<file path="config.mk">
export PLATFORM = sky130hd
export DESIGN_NAME = icc_div_cell
export DESIGN_NICKNAME = d
export VERILOG_FILES = /design/src/hdl/iteration_count_colormap_defines.svh /design/src/hdl/icc_pkg.sv /design/src/hdl/icc_div_cell.sv
export SDC_FILE = /design/constraint.sdc
export NUM_CORES = 1
export LEC_CHECK = 0
export BUFFER_PORTS_ARGS = -buffer_cell sky130_fd_sc_hd__buf_2
export CORE_AREA = 8 8 266 268
export DETAILED_ROUTE_END_ITERATION = 12
export DIE_AREA = 0 0 274 276
export PLACE_DENSITY = 0.54
export SYNTH_ARGS = -nofsm -noshare
export SYNTH_HDL_FRONTEND = slang
export SYNTH_SLANG_ARGS = --single-unit
</file>
<file path="constraint.sdc">
create_clock -name clk -period 0.9 [get_ports clk]
set_input_delay 0 -clock clk [delete_from_list [all_inputs] [get_ports clk]]
set_output_delay 0 -clock clk [all_outputs]
set_load 0.01 [all_outputs]
</file>
<file path="src/hdl/iteration_count_colormap_defines.svh">
// ----------------------------------------------------------------------------
// Iteration count colormap assertion macros
// Shared concurrent assertion forms, clocked on clk and held off during reset.
// ----------------------------------------------------------------------------
`ifndef ITERATION_COUNT_COLORMAP_DEFINES_SVH
`define ITERATION_COUNT_COLORMAP_DEFINES_SVH

// cond holds at every clock edge out of reset
`define ICC_ASSERT_ALWAYS(lbl, cond, msg) \
    lbl: assert property (@(posedge clk) disable iff (!rst_n) (cond)) else $error(msg);

// ante at one edge implies cons at the next edge
`define ICC_ASSERT_NEXT(lbl, ante, cons, msg) \
    lbl: assert property (@(posedge clk) disable iff (!rst_n) (ante) |=> (cons)) \
        else $error(msg);

`endif

</file>
<file path="src/hdl/icc_pkg.sv">
// ----------------------------------------------------------------------------
// Iteration count colormap package
// Shared types and constants for the colormap front end and division cells.
// ----------------------------------------------------------------------------
package icc_pkg;

    // quotient bits produced by the division chain, one per cell
    localparam int QUO_BITS = 25;

    localparam int CFG_INDEX_BITS = 4;
    localparam logic [CFG_INDEX_BITS-1:0] REG_MAX_ITERATIONS = 4'd0;
    localparam logic [CFG_INDEX_BITS-1:0] REG_SMOOTH_MODE    = 4'd1;

    localparam int MAX_ITER_RESET = 500;

    typedef struct packed {
        logic valid;
        logic smooth;
    } cell_ctrl_t;

endpackage

</file>
<file path="src/hdl/icc_div_cell.sv">
// ----------------------------------------------------------------------------
// Colormap division cell
// One restoring division step on three lanes sharing a divisor.
// ----------------------------------------------------------------------------
module icc_div_cell
    import icc_pkg::*;
#(
    parameter int DW = 48
)
(
    input  logic                         clk,
    input  logic                         rst_n,
    input  logic                         en,
    input  cell_ctrl_t                   ctrl_in,
    input  logic [DW-1:0]                div_in,
    input  logic [2:0][DW-1:0]           rem_in,
    input  logic [2:0][QUO_BITS-1:0]     low_in,
    input  logic [2:0][QUO_BITS-1:0]     quo_in,
    output cell_ctrl_t                   ctrl_out,
    output logic [DW-1:0]                div_out,
    output logic [2:0][DW-1:0]           rem_out,
    output logic [2:0][QUO_BITS-1:0]     low_out,
    output logic [2:0][QUO_BITS-1:0]     quo_out
);

    cell_ctrl_t               ctrl_reg;
    logic [DW-1:0]            div_reg;
    logic [2:0][DW-1:0]       rem_reg, rem_next;
    logic [2:0][QUO_BITS-1:0] low_reg, low_next;
    logic [2:0][QUO_BITS-1:0] quo_reg, quo_next;
    logic [2:0][DW:0]         trial, diff;
    logic [2:0]               fits;

    always_comb
    begin
        for (int j = 0; j < 3; j++)
        begin
            // bring down the next numerator bit, subtract if it fits
            trial[j]    = {rem_in[j], low_in[j][QUO_BITS-1]};
            diff[j]     = trial[j] - {1'b0, div_in};
            fits[j]     = trial[j] >= {1'b0, div_in};
            rem_next[j] = fits[j] ? diff[j][DW-1:0] : trial[j][DW-1:0];
            low_next[j] = {low_in[j][QUO_BITS-2:0], 1'b0};
            quo_next[j] = {quo_in[j][QUO_BITS-2:0], fits[j]};
        end
    end

    always_ff @(posedge clk or negedge rst_n)
    begin
        if (!rst_n)
        begin
            ctrl_reg <= '0;
        end
        else if (en)
        begin
            ctrl_reg <= ctrl_in;
        end
    end

    always_ff @(posedge clk)
    begin
        if (en)
        begin
            div_reg <= div_in;
            rem_reg <= rem_next;
            low_reg <= low_next;
            quo_reg <= quo_next;
        end
    end

    assign ctrl_out = ctrl_reg;
    assign div_out  = div_reg;
    assign rem_out  = rem_reg;
    assign low_out  = low_reg;
    assign quo_out  = quo_reg;

endmodule

</file>
==> out/results.ini <==
[clock_tree]
clkLatencyLatePin_ps = 580
clkSinkCount = 341
clk_pin_slew_worst_paths_ps = 70
cts_buffer_depth = 3
cts.htree.levels = 2
cts_buffers = 44
root_buffer = clkbuf_16
cts_tree = yes

[hold_path]
hp-class = in2reg
hp-start = rem_in[7]
hold_end = rem_out[8]
min_path_cells = 4

[global_routing]
grt_pass1_vias = 23929
use_met3 = 0.0466
grt_util_all_layers = 0.258
grt_pass1_wl_um = 150000
grt_start_max_net_pins = 25
antenna_found_initial = 17
use_met1 = 0.276
met2_usage = 0.491
grt-ovfl-total = 0
busiest_layer = met2

[timing]
setup_viol = 488
drv_slew = 0
fmax_mhz = 366
fin_skew_ps = 0
period_share = 3.04
period_minus_slack_ps = 2730
hold_viol = 1
layout_setup_ws_ps = -1830
rsz0062_at_grt = yes
holdWs_ps = -7.00

[placed_design]
hpwl_um = 78800
io_buffers = 684
gp_congestion = 0.934
dp_slack_ps = -2650
dp_cells = 4020

[critical_path]
start_kind = primary input
reg2reg_slack_ps = 130
r2r_end = ctrl_out[0]
crit_chain = buf_8, inv_6, ha_4, nand4_1, or4_4, or2_4, o2111ai_4, nand3_2, o221ai_4, a21oi_4, o311ai_4, buf_6, buf_12, buf_4, mux2_4
timing.rr.start = ctrl_out[0]
rr_worst_depth = 1
crit_path_end_kind = flip-flop
slowest_delay_ps = 550
cp.arrival_ps = 3080
worstSetupPathType = in2reg
slowest_stage = or4_4
crit_fanout = 6
worstPathRequired_ps = 1240

[power_and_ir_drop]
cellPowerDensity_nw_per_um2 = 1580
ir_drop_uv = 1860
p_leak_nw = 17.4

[yosys]
synth_area_leaders = edfxtp_1 (50%), ha_1 (8.8%), a21oi_1 (4.7%)
netlist_top_cells_count = edfxtp_1 (339), a21oi_1 (190), o21ai_0 (146)
syn_area_um2 = 20400
yosysTopAreaCell = edfxtp_1
synthCells = 1877
yosysMostFrequentCell = edfxtp_1
synth.top_cell.area_share = 0.499
async_flop_share = 0.00587
avgSynthCellArea_um2 = 10.9
yosys_warnings = 0
ys_seq_area_frac = 0.501
synth.distinct_cells = 80
synth_edf_count = 339
synth_ff_type = edfxtp_1
ys_ff_latch = 341

[cells_and_area]
layout.cells.non_filler = 4522
utilization = 0.575
layout.nets = 4098
drive_above_1_share = 0.501
area_growth_pct = 87.6

[die]
dieArea_um2 = 75600
ios = 691
rows = 95
design.core.area_um2 = 66600
initial_core_util = 0.306
die_h_um = 276
die_w_um = 274

[route]
dr.pass1.iters = 5
routed_wl_um = 103000
wl_per_cell_um = 22.8
drt_iter0_drc = 1279
ant_nets = 0
viasPerCell = 4.98
drc = 0
num_vias = 22497

[outcome]
violations = negative hold slack, negative setup slack
status = finished with violations

[run]
drv_cap = 0

## power by group
| part | internal [mW] | switching (mW) |
|---|---|---|
| Sequential | 19.8 | 0.821 |
| Combinational | 11.4 | 10.4 |
| Clock | 10.5 | 7.70 |
## what timing repair did
action	in CTS	in global routing
endpoints found under the hold margin	461	2
gates resized for setup	367	259
gates cloned	16	4
hold buffers	340	1
pin swaps	75	100
buffers inserted	45	31
endpoints found under the setup margin	488	583
## sequential cells by signal, indices dropped and copies added, names as in the netlist
| register | flops |
|---|---|
| ctrl_out | 2 |
| div_out | 48 |
| low_out | 72 |
| quo_out | 75 |
| rem_out | 144 |
## worst max-delay path, delay by kind of cell
family	cells	cell delay (ps)
AND/OR/NAND/NOR	4	1110
AO/OA/AOI/OAI	4	810
buffers and inverters	5	590
adder cells (fa/ha/maj)	1	250
multiplexers	1	300
## how the worst max path moves through the flow
stage | startpoint | endpoint | slack, ps
4_1_cts | div_in[11] | rem_out[120] | -1900
2_1_floorplan | div_in[12] | rem_out[136] | -2130
3_3_place_gp | div_in[0] | rem_out[44] | -2660
3_5_place_dp | div_in[0] | rem_out[44] | -2650
6_report | div_in[11] | rem_out[109] | -1830
5_1_grt | div_in[6] | rem_out[108] | -1910
## metrics by stage
step | instance area [um2] | setup TNS, ps | hold WS [ps] | power [mW]
floorplan | 20900 | -272780 | -296 | 28.4
global placement | 30200 | -354960 | -215 | 37.8
detailed placement | 30200 | -361310 | -214 | 38.0
CTS | 37100 | -343900 | -272 | 59.7
global route | 38300 | -344960 | -12.0 | 63.1
finish | 38300 | -316670 | -7.00 | 60.6
## layout make-up
type / instances / area (um2)
fillers: 5618 / 28300
repair buffers: 1756 / 13800
multi-input cells: 1369 / 11200
flip-flops and latches: 341 / 10200
clock buffers: 54 / 1190
well taps: 873 / 1090
inverters: 92 / 388
clock inverters: 27 / 287
diodes: 10 / 25.0
## logic make-up after synthesis
group | count (synthesis) | share of synthesized area
other | 1 | 0.000184
adder cells (fa/ha/maj) | 147 | 0.0913
buffers and inverters | 169 | 0.0340
AO/OA/AOI/OAI | 585 | 0.179
XOR/XNOR | 126 | 0.0541
flip-flops | 341 | 0.501
multiplexers | 68 | 0.0372
AND/OR/NAND/NOR | 440 | 0.102
## per-layer routing
metal  vias up  wire length (um)
li1      10533                 -
met1     10946             37500
met3       190              6210
met5         -                50
met2       820             54600
met4         8              4850
## layout by cell type, fill, tap and decap left out, types with 40 or more instances in the layout
master	n
xnor2_1	71
a21oi_1	140
o21ai_2	40
buf_6	103
nand4_1	42
mux2_4	59
clkbuf_16	49
buf_2	613
xor2_1	49
nand2_1	118
nor2_1	88
buf_4	626
a21oi_2	40
dlygate4sd3_1	340
ha_1	112
o21ai_0	85
a21o_1	86
inv_1	74
edfxtp_1	339
Power figures use the tool's default switching activity.
